File: src/rtl/pmcf_pkg.sv
// pmcf_pkg: shared constants, types and functions for the packet-mode crc filter
// no dependencies; imported by every module of the block but pmcf_ram
package pmcf_pkg;

    // store sizing, two banks so one packet fills while the previous drains
    localparam int STORE_DEPTH = 96;
    localparam int POS_W       = 7;
    localparam int RAM_DEPTH   = 2 * STORE_DEPTH;
    localparam int RAM_AW      = $clog2(RAM_DEPTH);

    // crc-16 ccitt
    localparam logic [15:0] CRC_INIT = 16'hFFFF;
    localparam logic [15:0] CRC_POLY = 16'h1021;
    localparam logic [15:0] CRC_MSB  = 16'h8000;

    // packet layout
    localparam int          LEN_UNIT   = 24;
    localparam int          CRC_BYTES  = 2;
    localparam int          HDR_BYTES  = 5;
    localparam int          DATA_OFS   = 3;
    localparam logic [1:0]  FL_FIRST   = 2'd2;
    localparam logic [3:0]  GT_DATA    = 4'd6;

    // result kinds
    localparam logic KIND_PAYLOAD = 1'b0;
    localparam logic KIND_STATUS  = 1'b1;

    // payload byte counts
    localparam logic [1:0] CNT_NONE = 2'd0;
    localparam logic [1:0] CNT_ONE  = 2'd1;
    localparam logic [1:0] CNT_TWO  = 2'd2;

    typedef enum logic [1:0] {
        ST_DELIVERED = 2'd0,
        ST_FILTERED  = 2'd1,
        ST_CRC_ERR   = 2'd2
    } t_status;

    // one finished packet handed from front to back
    typedef struct packed {
        logic             bank;
        t_status          status;
        logic [POS_W-1:0] udl;
    } t_job;

    // one byte of crc, msb first
    function automatic logic [15:0] crc_update(input logic [15:0] crc, input logic [7:0] b);
        logic [15:0] c;
        c = crc ^ {b, 8'h00};
        for (int k = 0; k < 8; k++) begin
            c = (c << 1) ^ (((c & CRC_MSB) != 16'h0000) ? CRC_POLY : 16'h0000);
        end
        return c;
    endfunction

    // packet length from the two length bits of byte 0
    function automatic logic [POS_W-1:0] len_of(input logic [1:0] code);
        return POS_W'(LEN_UNIT * (int'(code) + 1));
    endfunction

endpackage

File: src/rtl/pmcf_ram.sv
// pmcf_ram: generic single-write, single-read ram with registered read data
// no dependencies
module pmcf_ram #(
    parameter int WIDTH = 8,
    parameter int DEPTH = 192
) (
    input  logic                     i_clk,
    input  logic                     i_we,
    input  logic [$clog2(DEPTH)-1:0] i_waddr,
    input  logic [WIDTH-1:0]         i_wdata,
    input  logic                     i_re,
    input  logic [$clog2(DEPTH)-1:0] i_raddr,
    output logic [WIDTH-1:0]         o_rdata
);

    logic [WIDTH-1:0] r_mem [DEPTH];
    logic [WIDTH-1:0] r_rdata;

    // write port and registered read port; read data holds while i_re is low
    always_ff @(posedge i_clk) begin
        if (i_we) begin
            r_mem[i_waddr] <= i_wdata;
        end
        if (i_re) begin
            r_rdata <= r_mem[i_raddr];
        end
    end

    assign o_rdata = r_rdata;

endmodule

File: src/rtl/pmcf_front.sv
// pmcf_front: byte intake, crc, header capture and per-packet decision
// depends on pmcf_pkg; writes packet bytes into the shared store, pushes jobs
module pmcf_front
    import pmcf_pkg::*;
(
    input  logic              i_clk,
    input  logic              i_rst_n,
    input  logic              i_accept,
    input  logic [7:0]        i_byte,
    input  logic              i_sop,
    input  logic [9:0]        i_address,
    output logic              o_ram_we,
    output logic [RAM_AW-1:0] o_ram_addr,
    output logic [7:0]        o_ram_wdata,
    output logic              o_push,
    output t_job              o_job
);

    logic [POS_W-1:0] r_pos;
    logic [15:0]      r_crc;
    logic [POS_W-1:0] r_len;
    logic [7:0]       r_b0;
    logic [7:0]       r_b1;
    logic [POS_W-1:0] r_udl;
    logic [3:0]       r_type_nib;
    logic [7:0]       r_prev;
    logic [3:0]       r_group_type;
    logic             r_bank;

    logic [POS_W-1:0] pos_eff;
    logic [POS_W-1:0] len_eff;
    logic [15:0]      crc_base;
    logic [15:0]      crc_next;
    logic             crc_run;
    logic             finish;
    logic             crc_ok;
    logic             addr_ok;
    logic             take_type;
    logic [3:0]       type_next;
    logic [POS_W-1:0] cap;
    logic [POS_W-1:0] udl_sat;
    t_status          status;

    // position, length and crc seen by this byte
    always_comb begin
        pos_eff  = i_sop ? '0 : r_pos;
        len_eff  = (pos_eff == '0) ? len_of(i_byte[7:6]) : r_len;
        crc_base = (pos_eff == '0) ? CRC_INIT : r_crc;
        crc_run  = ({1'b0, pos_eff} + (POS_W+1)'(CRC_BYTES)) < {1'b0, len_eff};
        crc_next = crc_run ? crc_update(crc_base, i_byte) : crc_base;
        finish   = ({1'b0, pos_eff} + (POS_W+1)'(1)) >= {1'b0, len_eff};
    end

    // end-of-packet checks: crc, address, group type, useful length
    always_comb begin
        crc_ok    = ({r_prev, i_byte} ^ CRC_INIT) == crc_base;
        addr_ok   = {r_b0[1:0], r_b1} == i_address;
        take_type = (r_b0[3:2] == FL_FIRST);
        type_next = take_type ? r_type_nib : r_group_type;
        cap       = r_len - POS_W'(HDR_BYTES);
        udl_sat   = (r_udl > cap) ? cap : r_udl;
        if (!crc_ok) begin
            status = ST_CRC_ERR;
        end else if (!addr_ok || type_next != GT_DATA) begin
            status = ST_FILTERED;
        end else begin
            status = ST_DELIVERED;
        end
    end

    // store write for every accepted byte
    always_comb begin
        o_ram_we    = i_accept && (int'(pos_eff) < STORE_DEPTH);
        o_ram_addr  = (r_bank ? RAM_AW'(STORE_DEPTH) : '0) + RAM_AW'(pos_eff);
        o_ram_wdata = i_byte;
        o_push      = i_accept && finish;
        o_job.bank   = r_bank;
        o_job.status = status;
        o_job.udl    = udl_sat;
    end

    // header fields only need capturing at their positions
    always_ff @(posedge i_clk) begin
        if (i_accept) begin
            r_prev <= i_byte;
            if (pos_eff == POS_W'(0)) begin
                r_b0 <= i_byte;
            end
            if (pos_eff == POS_W'(1)) begin
                r_b1 <= i_byte;
            end
            if (pos_eff == POS_W'(2)) begin
                r_udl <= i_byte[6:0];
            end
            if (pos_eff == POS_W'(DATA_OFS)) begin
                r_type_nib <= i_byte[3:0];
            end
        end
    end

    // position, crc, bank and group type
    always_ff @(posedge i_clk) begin
        if (!i_rst_n) begin
            r_pos        <= '0;
            r_crc        <= CRC_INIT;
            r_len        <= '0;
            r_group_type <= '0;
            r_bank       <= 1'b0;
        end else if (i_accept) begin
            r_len <= len_eff;
            if (finish) begin
                r_pos  <= '0;
                r_crc  <= CRC_INIT;
                r_bank <= ~r_bank;
                if (crc_ok && addr_ok && take_type) begin
                    r_group_type <= r_type_nib;
                end
            end else begin
                r_pos <= pos_eff + POS_W'(1);
                r_crc <= crc_next;
            end
        end
    end

endmodule

File: src/rtl/pmcf_queue.sv
// pmcf_queue: two-entry job queue between front and back
// depends on pmcf_pkg for t_job
module pmcf_queue
    import pmcf_pkg::*;
(
    input  logic i_clk,
    input  logic i_rst_n,
    input  logic i_push,
    input  t_job i_job,
    input  logic i_pop,
    output logic o_full,
    output logic o_empty,
    output t_job o_head
);

    t_job       r_mem [2];
    logic       r_wptr;
    logic       r_rptr;
    logic [1:0] r_count;

    assign o_full  = (r_count == 2'd2);
    assign o_empty = (r_count == 2'd0);
    assign o_head  = r_mem[r_rptr];

    // entry storage
    always_ff @(posedge i_clk) begin
        if (i_push) begin
            r_mem[r_wptr] <= i_job;
        end
    end

    // pointers and fill count
    always_ff @(posedge i_clk) begin
        if (!i_rst_n) begin
            r_wptr  <= 1'b0;
            r_rptr  <= 1'b0;
            r_count <= 2'd0;
        end else begin
            if (i_push) begin
                r_wptr <= ~r_wptr;
            end
            if (i_pop) begin
                r_rptr <= ~r_rptr;
            end
            if (i_push && !i_pop) begin
                r_count <= r_count + 2'd1;
            end else if (i_pop && !i_push) begin
                r_count <= r_count - 2'd1;
            end
        end
    end

endmodule

File: src/rtl/pmcf_back.sv
// pmcf_back: drains one packet job, reading payload pairs from the store
// depends on pmcf_pkg; drives the result channel through an output register
module pmcf_back
    import pmcf_pkg::*;
(
    input  logic              i_clk,
    input  logic              i_rst_n,
    input  logic              i_empty,
    input  t_job              i_job,
    output logic              o_pop,
    output logic              o_ram_re,
    output logic [RAM_AW-1:0] o_ram_raddr,
    input  logic [7:0]        i_ram_rdata,
    output logic              o_valid,
    input  logic              i_ready,
    output logic              o_kind,
    output t_status           o_status,
    output logic [7:0]        o_first,
    output logic [7:0]        o_second,
    output logic [1:0]        o_count,
    output logic              o_last
);

    typedef enum logic [2:0] {
        S_IDLE,
        S_RD_A,
        S_RD_B,
        S_HOLD,
        S_STAT
    } t_state;

    t_state           r_state;
    logic [POS_W-1:0] r_idx;
    logic [7:0]       r_first;
    logic             r_valid;
    logic             r_kind;
    t_status          r_status;
    logic [7:0]       r_d0;
    logic [7:0]       r_d1;
    logic [1:0]       r_count;
    logic             r_last;

    logic              out_free;
    logic              load;
    logic              pair;
    logic [RAM_AW-1:0] base;

    // read address of the byte pair being fetched
    always_comb begin
        out_free    = !r_valid || i_ready;
        load        = ((r_state == S_HOLD) || (r_state == S_STAT)) && out_free;
        pair        = ({1'b0, r_idx} + (POS_W+1)'(1)) < {1'b0, i_job.udl};
        base        = (i_job.bank ? RAM_AW'(STORE_DEPTH) : '0) + RAM_AW'(DATA_OFS)
                      + RAM_AW'(r_idx);
        o_ram_re    = (r_state == S_RD_A) || (r_state == S_RD_B);
        o_ram_raddr = (r_state == S_RD_B) ? base + RAM_AW'(1) : base;
        o_pop       = (r_state == S_STAT) && out_free;
    end

    // sequencer and output register
    always_ff @(posedge i_clk) begin
        if (!i_rst_n) begin
            r_state <= S_IDLE;
            r_idx   <= '0;
            r_valid <= 1'b0;
        end else begin
            // output valid: set on a load, cleared once the transfer completes
            if (load) begin
                r_valid <= 1'b1;
            end else if (r_valid && i_ready) begin
                r_valid <= 1'b0;
            end
            case (r_state)
                S_IDLE: begin
                    r_idx <= '0;
                    if (!i_empty) begin
                        if (i_job.status != ST_DELIVERED || i_job.udl == '0) begin
                            r_state <= S_STAT;
                        end else begin
                            r_state <= S_RD_A;
                        end
                    end
                end
                S_RD_A: begin
                    r_state <= S_RD_B;
                end
                S_RD_B: begin
                    r_first <= i_ram_rdata;
                    r_state <= S_HOLD;
                end
                S_HOLD: begin
                    if (out_free) begin
                        r_kind   <= KIND_PAYLOAD;
                        r_status <= ST_DELIVERED;
                        r_d0     <= r_first;
                        r_d1     <= pair ? i_ram_rdata : 8'h00;
                        r_count  <= pair ? CNT_TWO : CNT_ONE;
                        r_last   <= 1'b0;
                        r_idx    <= r_idx + POS_W'(2);
                        if (({1'b0, r_idx} + (POS_W+1)'(2)) >= {1'b0, i_job.udl}) begin
                            r_state <= S_STAT;
                        end else begin
                            r_state <= S_RD_A;
                        end
                    end
                end
                S_STAT: begin
                    if (out_free) begin
                        r_kind   <= KIND_STATUS;
                        r_status <= i_job.status;
                        r_d0     <= 8'h00;
                        r_d1     <= 8'h00;
                        r_count  <= CNT_NONE;
                        r_last   <= 1'b1;
                        r_state  <= S_IDLE;
                    end
                end
                default: begin
                    r_state <= S_IDLE;
                end
            endcase
        end
    end

    assign o_valid  = r_valid;
    assign o_kind   = r_kind;
    assign o_status = r_status;
    assign o_first  = r_d0;
    assign o_second = r_d1;
    assign o_count  = r_count;
    assign o_last   = r_last;

endmodule

File: src/rtl/packet_mode_crc_filter_top.sv
// packet_mode_crc_filter_top: packet-mode byte stream crc and address filter
// depends on pmcf_pkg, pmcf_ram, pmcf_front, pmcf_queue, pmcf_back
//
// usage: bytes enter on the slave stream one per transfer (tdata = byte,
// tuser = start-of-packet mark). packet length comes from byte 0, the crc
// is checked on the last byte, and each packet yields its payload pairs (if
// delivered) followed by one status transfer with tlast high on the master
// stream. the packet address register sits at apb byte address 0.
// the front takes one byte per cycle while the two-entry job queue has
// room; bytes land in one of two store banks, so a packet can fill while
// the previous one drains. the back reads each payload pair with two
// store reads through the single read port, then loads it into the
// output register; the status follows as its own output load, and for a
// filtered packet it goes straight from the job queue to that load. when
// the receiver stalls, the output register holds, the queue fills after
// two packets and tready on the slave side drops.
// reset clears position, crc, group type, queue and output valid; the
// store itself is not cleared and needs no clearing pass.
module packet_mode_crc_filter_top
    import pmcf_pkg::*;
(
    input  logic        i_clk,
    input  logic        i_rst_n,
    // slave stream
    input  logic        i_s_tvalid,
    output logic        o_s_tready,
    input  logic [7:0]  i_s_tdata,   // [7:0] packet_byte
    input  logic        i_s_tuser,   // [0] start_of_packet
    // master stream
    output logic        o_m_tvalid,
    input  logic        i_m_tready,
    output logic [23:0] o_m_tdata,   // [1:0] status, [9:2] data_first,
                                     // [17:10] data_second, [19:18] byte_count
    output logic        o_m_tuser,   // [0] kind
    output logic        o_m_tlast,
    // configuration
    input  logic        psel,
    input  logic        penable,
    input  logic        pwrite,
    input  logic [2:0]  paddr,
    input  logic [31:0] pwdata,
    output logic [31:0] prdata,
    output logic        pready
);

    logic [9:0]        r_packet_address;
    logic              accept;
    logic              ram_we;
    logic [RAM_AW-1:0] ram_waddr;
    logic [7:0]        ram_wdata;
    logic              ram_re;
    logic [RAM_AW-1:0] ram_raddr;
    logic [7:0]        ram_rdata;
    logic              push;
    t_job              job_in;
    logic              pop;
    logic              q_full;
    logic              q_empty;
    t_job              job_head;
    logic              m_kind;
    t_status           m_status;
    logic [7:0]        m_first;
    logic [7:0]        m_second;
    logic [1:0]        m_count;

    // configuration register
    assign pready = 1'b1;
    assign prdata = (paddr[2] == 1'b0) ? {22'h0, r_packet_address} : 32'h0;

    always_ff @(posedge i_clk) begin
        if (!i_rst_n) begin
            r_packet_address <= '0;
        end else if (psel && penable && pwrite && paddr[2] == 1'b0) begin
            r_packet_address <= pwdata[9:0];
        end
    end

    // input transfer
    assign o_s_tready = !q_full;
    assign accept     = i_s_tvalid && o_s_tready;

    pmcf_front u_front (
        .i_clk       (i_clk),
        .i_rst_n     (i_rst_n),
        .i_accept    (accept),
        .i_byte      (i_s_tdata),
        .i_sop       (i_s_tuser),
        .i_address   (r_packet_address),
        .o_ram_we    (ram_we),
        .o_ram_addr  (ram_waddr),
        .o_ram_wdata (ram_wdata),
        .o_push      (push),
        .o_job       (job_in)
    );

    pmcf_ram #(
        .WIDTH (8),
        .DEPTH (RAM_DEPTH)
    ) u_store (
        .i_clk   (i_clk),
        .i_we    (ram_we),
        .i_waddr (ram_waddr),
        .i_wdata (ram_wdata),
        .i_re    (ram_re),
        .i_raddr (ram_raddr),
        .o_rdata (ram_rdata)
    );

    pmcf_queue u_queue (
        .i_clk   (i_clk),
        .i_rst_n (i_rst_n),
        .i_push  (push),
        .i_job   (job_in),
        .i_pop   (pop),
        .o_full  (q_full),
        .o_empty (q_empty),
        .o_head  (job_head)
    );

    pmcf_back u_back (
        .i_clk       (i_clk),
        .i_rst_n     (i_rst_n),
        .i_empty     (q_empty),
        .i_job       (job_head),
        .o_pop       (pop),
        .o_ram_re    (ram_re),
        .o_ram_raddr (ram_raddr),
        .i_ram_rdata (ram_rdata),
        .o_valid     (o_m_tvalid),
        .i_ready     (i_m_tready),
        .o_kind      (m_kind),
        .o_status    (m_status),
        .o_first     (m_first),
        .o_second    (m_second),
        .o_count     (m_count),
        .o_last      (o_m_tlast)
    );

    // result packing
    assign o_m_tdata = {4'h0, m_count, m_second, m_first, m_status};
    assign o_m_tuser = m_kind;

endmodule

File: config.mk
export PLATFORM = sky130hd
export DESIGN_NAME = packet_mode_crc_filter_top
export DESIGN_NICKNAME = d
export VERILOG_FILES = /design/src/rtl/pmcf_pkg.sv /design/src/rtl/pmcf_ram.sv /design/src/rtl/pmcf_front.sv /design/src/rtl/pmcf_queue.sv /design/src/rtl/pmcf_back.sv /design/src/rtl/packet_mode_crc_filter_top.sv
export SDC_FILE = /design/constraint.sdc
export NUM_CORES = 2
export LEC_CHECK = 0
export ABC_AREA = 1
export BUFFER_PORTS_ARGS = -buffer_cell sky130_fd_sc_hd__clkbuf_2
export CORE_UTILIZATION = 63
export CTS_CLUSTER_DIAMETER = 120
export CTS_CLUSTER_SIZE = 40
export DETAILED_ROUTE_END_ITERATION = 10
export HOLD_SLACK_MARGIN = 0.02
export PLACE_DENSITY = 0.78
export SLEW_MARGIN = 20
export SYNTH_ARGS = -nofsm -noshare
export SYNTH_HDL_FRONTEND = slang
export SYNTH_HIERARCHICAL = 1
export SYNTH_SLANG_ARGS = --single-unit
File: constraint.sdc
create_clock -name i_clk -period 5.25 [get_ports i_clk]
set_clock_uncertainty 0.1 [all_clocks]
set_input_delay 0.2625 -clock i_clk [delete_from_list [all_inputs] [get_ports i_clk]]
set_output_delay 0.2625 -clock i_clk [all_outputs]
set_load 0.005 [all_outputs]
# --- Word level (Yosys, flattened, before mapping) ---
# Memory sizes are Yosys's and may differ from the RTL's. A register that Yosys moved wholly into a read port is not among the register bits.
# Cells that the tools add are included.
classes:
  n_addsub: 14
  multipliers: 1
  order_cmp: 6
  eq_ne: 15
  mux: 55
  bitwise: 14
  reduce_logical: 42
op_table:
  columns: ["op", "n"]
  rows:
  - ["16-bit XOR", 9]
  - ["13-bit two-way mux", 8]
  - ["7-bit two-way mux", 7]
  - ["16-bit two-way mux", 3]
  - ["8-bit two-way mux", 5]
  - ["3-bit by 32-bit multiplier with 4-bit output, first input constant", 1]
  - ["8-bit one-hot mux with 2 select lines", 2]
  - ["7-bit by 1-bit adder with 8-bit output, second input constant", 2]
  - ["7-bit by 2-bit adder with 8-bit output, second input constant", 2]
  - ["8-bit by 7-bit adder with 8-bit output", 2]
  - ["16-bit == test", 1]
  - ["8-bit by 7-bit greater-or-equal comparator with 1-bit output", 2]
  - ["8-bit by 7-bit less-than comparator with 1-bit output", 2]
  - ["16-bit inverter", 1]
  - ["3-bit two-way mux", 5]
  - ["3-bit one-hot mux with 5 select lines", 1]
  - ["7-bit by 2-bit == test with 1-bit output, second input constant", 2]
  - ["7-bit logical NOT", 2]
  - ["2-bit two-way mux", 7]
  - ["7-bit one-hot mux with 2 select lines", 1]
  - ["2-bit AND reduction", 7]
  - ["1-bit logical AND", 13]
  - ["1-bit two-way mux", 11]
  - ["10-bit == test", 1]
  - ["other kinds (30)", 50]
totals:
  reg_bits: 120
  ramBits: 1556
  in_bits: 51
  wordCells: 172
  mem_count: 2
memory_table:
  columns: ["name", "depth", "word_bits", "rd", "rd_ports_with_merged_regs", "write_ports", "line_no", "rtl"]
  rows:
  - ["u_store.r_mem", 192, 8, 1, 1, 1, "pmcf_ram.sv:16", "logic [WIDTH-1:0] r_mem [DEPTH];"]
  - ["u_queue.r_mem", 2, 10, 1, 1, 1, "pmcf_queue.sv:16", "t_job r_mem [2];"]

# --- Logic depth before layout (Yosys ltp) ---
depth:
  word_depth: 22
  mapped_depth: 28

# --- By module ---
# The synthesis kept the hierarchy.
by_module_without_submodules:
  columns: ["module", "n_inst", "cells_each", "area_per_inst_um2", "seq_area_each_um2"]
  rows:
  - ["pmcf_ram", 1, 5304, 62977.9, 46364.5]
  - ["pmcf_front", 1, 616, 4625.7, 1631.6]
  - ["pmcf_back", 1, 246, 2165.8, 1071.0]
  - ["pmcf_queue", 1, 66, 954.7, 700.7]
  - ["packet_mode_crc_filter_top", 1, 121, 760.7, 200.2]

# --- Least setup slack after synthesis ---
# No wires, ideal clock.
synth_path:
  kind: "register to register"
  startpoint: "register u_front.r_pos[1]"
  endpoint: "memory u_queue/r_mem[0][0] in the netlist's numbering (enable)"
  arrival_time_ns: 3.362
  required_ns: 4.774
  setup_slack_ns: 1.412
  path_stages_with_launch: 24
  period_less_slack_ns: 3.838
  path_cell_list: "dfxtp_1 -> inv_1 -> nor2_1 -> inv_1 -> ha_1 -> inv_1 -> nor2_4 -> nand2_4 -> buf_6 -> clkbuf_1 -> nand2_1 -> ha_1 -> o21ai_0 -> nand2_1 -> nand2_1 -> nand3_1 -> nand2_1 -> nand2_1 -> nand2_1 -> nand2_2 -> inv_2 -> nor2_2 -> inv_1 -> nor2_1"
synth_between:
  elab_chain_cells: 7
  elab_cells_between_ends: 8
  classes_between: "1 x add/sub; 1 x order compare; 4 x mux; 2 x reduce/logical"
synth_rtl:
  columns: ["item", "line_no", "rtl"]
  rows:
  - ["start, declared", "pmcf_front.sv:19", "logic [POS_W-1:0] r_pos;"]
  - ["start signal, assigned", "pmcf_front.sv:119", "r_pos <= pos_eff + POS_W'(1);"]
  - ["7-bit two-way mux (*)", "pmcf_front.sv:46", "pos_eff = i_sop ? '0 : r_pos;"]
  - ["branches (longest 2 deep; another with 7-bit by 1-bit adder with 8-bit output)", null, null]
  - ["8-bit by 7-bit greater-or-equal comparator with 1-bit output (*)", "pmcf_front.sv:51", "finish = ({1'b0, pos_eff} + (POS_W+1)'(1)) >= {1'b0, len_eff};"]
  - ["1-bit logical AND (*)", "pmcf_front.sv:76", "o_push = i_accept && finish;"]
  - ["via push", "packet_mode_crc_filter_top.sv:54", "logic push;"]
  - ["1-bit two-way mux (*)", "pmcf_queue.sv:27", "if (i_push) begin"]
  - ["1-bit two-way mux (not written as such) (*)", "pmcf_queue.sv:28", "r_mem[r_wptr] <= i_job;"]
  - ["end, declared", "pmcf_queue.sv:16", null]
# Mark *: on every way through the listed nets, which the timed path passes.

# --- Worst setup path in the final report ---
layout_path:
  startpoint: "register u_back.r_idx[1]"
  endpoint: "register u_store.r_rdata[7] (netlist: u_store/o_rdata[7]), read port of u_store.r_mem (data pin)"
layout_between:
  elab_chain_cells: 3
layout_rtl:
  columns: ["item", "line_no", "rtl"]
  rows:
  - ["start, declared", "pmcf_back.sv:33", "logic [POS_W-1:0] r_idx;"]
  - ["start signal, assigned", "pmcf_back.sv:99", "r_idx <= r_idx + POS_W'(2);"]
  - ["8-bit by 7-bit adder with 8-bit output (*)", "pmcf_back.sv:54", "+ RAM_AW'(r_idx);"]
  - ["8-bit by 1-bit adder with 8-bit output", "pmcf_back.sv:56", "o_ram_raddr = (r_state == S_RD_B) ? base + RAM_AW'(1) : base;"]
  - ["8-bit two-way mux (*)", "pmcf_back.sv:56", null]
  - ["via ram_raddr[2]", "packet_mode_crc_filter_top.sv:52", "logic [RAM_AW-1:0] ram_raddr;"]
  - ["end, declared", "pmcf_ram.sv:17", "logic [WIDTH-1:0] r_rdata;"]
# The timed path passes the listed nets; every way through them passes the cells marked *.
# A chain may end at the register's enable or synchronous reset.

==> results by group <==
Critical path
  • Maximum fanout along the worst path: roughly 110
  • CP required: between 5 and 6 ns
  • Cell Chain, Critical Path: inv_1 > ha_1 > inv_1 > ha_1 > nor2_1 > a21oi_4 > inv_6 > buf_12 > nand3_1 > nand3_1 > nand3_1 > nand2_1 > nand2_1 > nand3_1 > nand3_1 > nand2_1
  • Crit path top cell by count: nand3_1
  • Setup crit start kind: flip-flop
  • Critical path arrival: approximately 4.8 ns
  • CP max stage cell: inv_6
  • Critical path type: reg2reg
  • Critical Path Max Stage Delay: about 0.78 ns
  • Setup crit end kind: flip-flop
  • Delay-heaviest family, CP: buffers and inverters
  • Worst path bufs/invs: 4

Status
  • Status: complete, no violations

Routing
  • Residual DRC: 0
  • Post-DRT Antenna Nets: 0
  • Drt first pass iters: 8
  • Vias per inst: ~6.2
  • DRT iter0 DRCs: ~6.3k
  • Detailed Route WL: between 150 and 200 mm
  • DR WL/cell: 22.4 um
  • Via count: ~47k

STA
  • Max frequency: 230 MHz
  • Minimum clock period after layout: 4.34 ns
  • RSZ-0062 raised after global routing: no
  • Final Hold Violating Endpoints: 0
  • Final setup violation count: 0
  • Final Max Tran Viols: 0
  • Worst slew margin: 0.108
  • Setup_tns: 0 ns
  • Worst Max-Slew Pin Slew: between 1 and 1.5 ns
  • Period utilisation layout: 0.827
  • Worst hold margin: 0.0713 ns

Yosys
  • Synth Instances: 6353
  • Leading area contributor after synthesis: edfxtp_1
  • Seq/Total Area, Yosys: 0.699
  • Synth area leaders: edfxtp_1 68%, nand2_1 10%, nand3_1 9.0%, dfxtp_1 1.7%, nor2_1 1.7%
  • Synth Cell Area: slightly above 70000 um2
  • Yosys Warn Count: 6
  • Top FF cell, synth: edfxtp_1
  • Synthesized area per cell: ~11 um2
  • Yosys top cell area share: 0.682
  • Number of flops mapped to enable cells by yosys: 1624
  • Yosys reg bits: approximately 1.7k
  • Post-synthesis cell type count: 51
  • Async SR Flop Fraction: 0

Floorplanning
  • Die area: 115000 um2
  • Die width: between 300 and 400 um
  • Starting Density: 0.635
  • Core outline area: around 110000 um2
  • Std-Cell Rows: 123
  • Die height: roughly 340 um
  • I/O pin count: between 100 and 150

Flow run
  • Max cap viols: 0

Clocking
  • Setup Buffers After CTS: 0
  • Clock tree sinks: between 1.5k and 2k
  • CTS Buf Count: 48
  • Clk buf depth: 3
  • CTS Hold Buffers Added: 34
  • Clk pin slew, worst setup/hold paths: 0.14 ns
  • Post-cts resize count: 0
  • H-tree depth: 2
  • Clock latency on the worst-skew pair: 0.69 ns
  • CTS tree: yes
  • Clk root buf: clkbuf_16

Final layout
  • Share of cells above drive strength 1: 0.0421
  • Layout area overhead: 3.56%
  • Nets: approximately 6.3k
  • Post-route cell area: ~74000 um2
  • Layout fillers: about 8.1k
  • # diodes: 0

Global routing
  • Vias in the first global route: 44.5k
  • Global-route wire length before repair: 259 mm
  • Largest net degree at the start of global routing: between 200 and 250
  • Initial antenna violation count: 3
  • GRT Overall Usage: 0.295
  • GRT overflow: 0

Min path
  • Min-Delay Path Class: in2reg

Pwr
  • Leakage: between 20 and 30 nW
  • VDD IR max: between 0.0003 and 0.0004 V
  • Pwr dens: 332 nW/um2

Placed design
  • Final GP Congestion: around 0.88
  • Post-DP Area: a little over 70000 um2
  • Port Buffer Count: 60
  • Placed wire-length estimate: just under 100 mm
## cells in the mapped netlist (28+ instances only)
cell	number
dfxtp_1	60
nand2_1	1970
xor2_1	31
clkbuf_1	87
o31ai_1	48
buf_2	174
nand3_1	1284
a21oi_1	212
ha_1	49
edfxtp_1	1624
buf_1	28
buf_4	91
buf_6	28
nor2_1	318
inv_1	182
## final timing paths
| path | from | to | slack [ns] | cells after the start |
|---|---|---|---|---|
| setup / recovery | u_back/r_idx[1]$_SDFFE_PN0P_ | u_store/o_rdata[7]$_DFFE_PP_ | 0.91 | 16 |
| hold / removal | i_rst_n | u_queue/r_wptr$_SDFFE_PN0P_ | 0.07 | 3 |
| setup reg to reg | u_back/r_idx[1]$_SDFFE_PN0P_ | u_store/o_rdata[7]$_DFFE_PP_ | 0.91 | 16 |
| hold reg to reg | u_front/r_crc[9]$_SDFFE_PN1P_ | u_front/r_crc[9]$_SDFFE_PN1P_ | 0.38 | 2 |
## worst min-delay path, delay by kind of cell
family	cells	cell delay (ns)
simple gates	2	0.20
buf+inv	1	0.37
## cells by family (layout without fill, tap and decap cells)
group,Yosys count,in the layout,share of synthesized area
flops,1684,1684,0.699
xor+xnor,42,42,0.00557
mux,11,11,0.00172
fa+ha+maj,50,50,0.00886
simple gates,3646,3646,0.218
buf+inv,608,426,0.0432
compound gates,310,310,0.0240
other cells,2,27,0.000105
## layout by cell type, fill, tap and decap left out, drive strengths merged, types with 2 or more instances in the layout
| cell type | Yosys | layout |
|---|---|---|
| o21ai | 34 | 34 |
| ha | 49 | 49 |
| o21bai | 6 | 6 |
| clkbuf | 87 | 113 |
| a21o | 2 | 2 |
| conb | 2 | 27 |
| xnor2 | 7 | 7 |
| o211ai | 2 | 2 |
| nor2 | 328 | 328 |
| edfxtp | 1624 | 1624 |
| nor3 | 16 | 16 |
| nand3b | 10 | 10 |
| clkinv | 2 | 5 |
| a21oi | 213 | 213 |
| o31ai | 48 | 48 |
| xor2 | 35 | 35 |
| nand2 | 1993 | 1993 |
| dlygate4sd3 | 0 | 34 |
| o21a | 2 | 2 |
| nand3 | 1285 | 1285 |
| buf | 323 | 78 |
| mux2 | 10 | 10 |
| nand4 | 10 | 10 |
| inv | 195 | 194 |
| dfxtp | 60 | 60 |
## registers in the layout (all words and copies together), names as in the netlist, 10 cells and up, named ones only
register          cells
u_store/r_mem      1536
u_queue/r_mem        20
u_front/r_crc        16
r_packet_address     10
## per-layer routing
metal,part of all wire,up-vias,wire [um],global-route usage
li1,-,21543,-,-
met1,0.37,22712,64300,0.404
met2,0.47,2747,81400,0.472
met3,0.10,445,17800,0.0413
met4,0.050,4,8610,0.137
met5,0.00015,-,26,0
## layout make-up
type	instances	area (um2)	share of cell area
Timing Repair Buffer	170	1500	0.0203
Inverter	197	772	0.0104
Clock inverter	4	71.3	0.000963
Multi-Input combinational cell	4086	18600	0.251
Tap cell	1500	1880	0.0254
Clock buffer	55	1250	0.0169
Sequential cell	1684	50000	0.675
## per-stage QoR
step	std cells	setup slack (ns)	total power (W)	util
after global routing	7696	0.741	0.0254	0.658
after detailed placement	7603	1.04	0.0194	0.643
after CTS	7696	1.01	0.0246	0.658
final	7696	0.906	0.0246	0.658
after global placement	7603	1.08	0.0193	0.643
after floorplan	6378	1.41	0.0182	-
## power breakdown
group          internal (W)  switching (W)
combinational       0.00114        0.00309
clock               0.00178        0.00360
sequential           0.0149      0.0000859
Note: power is estimated with default switching activity, not from simulation.
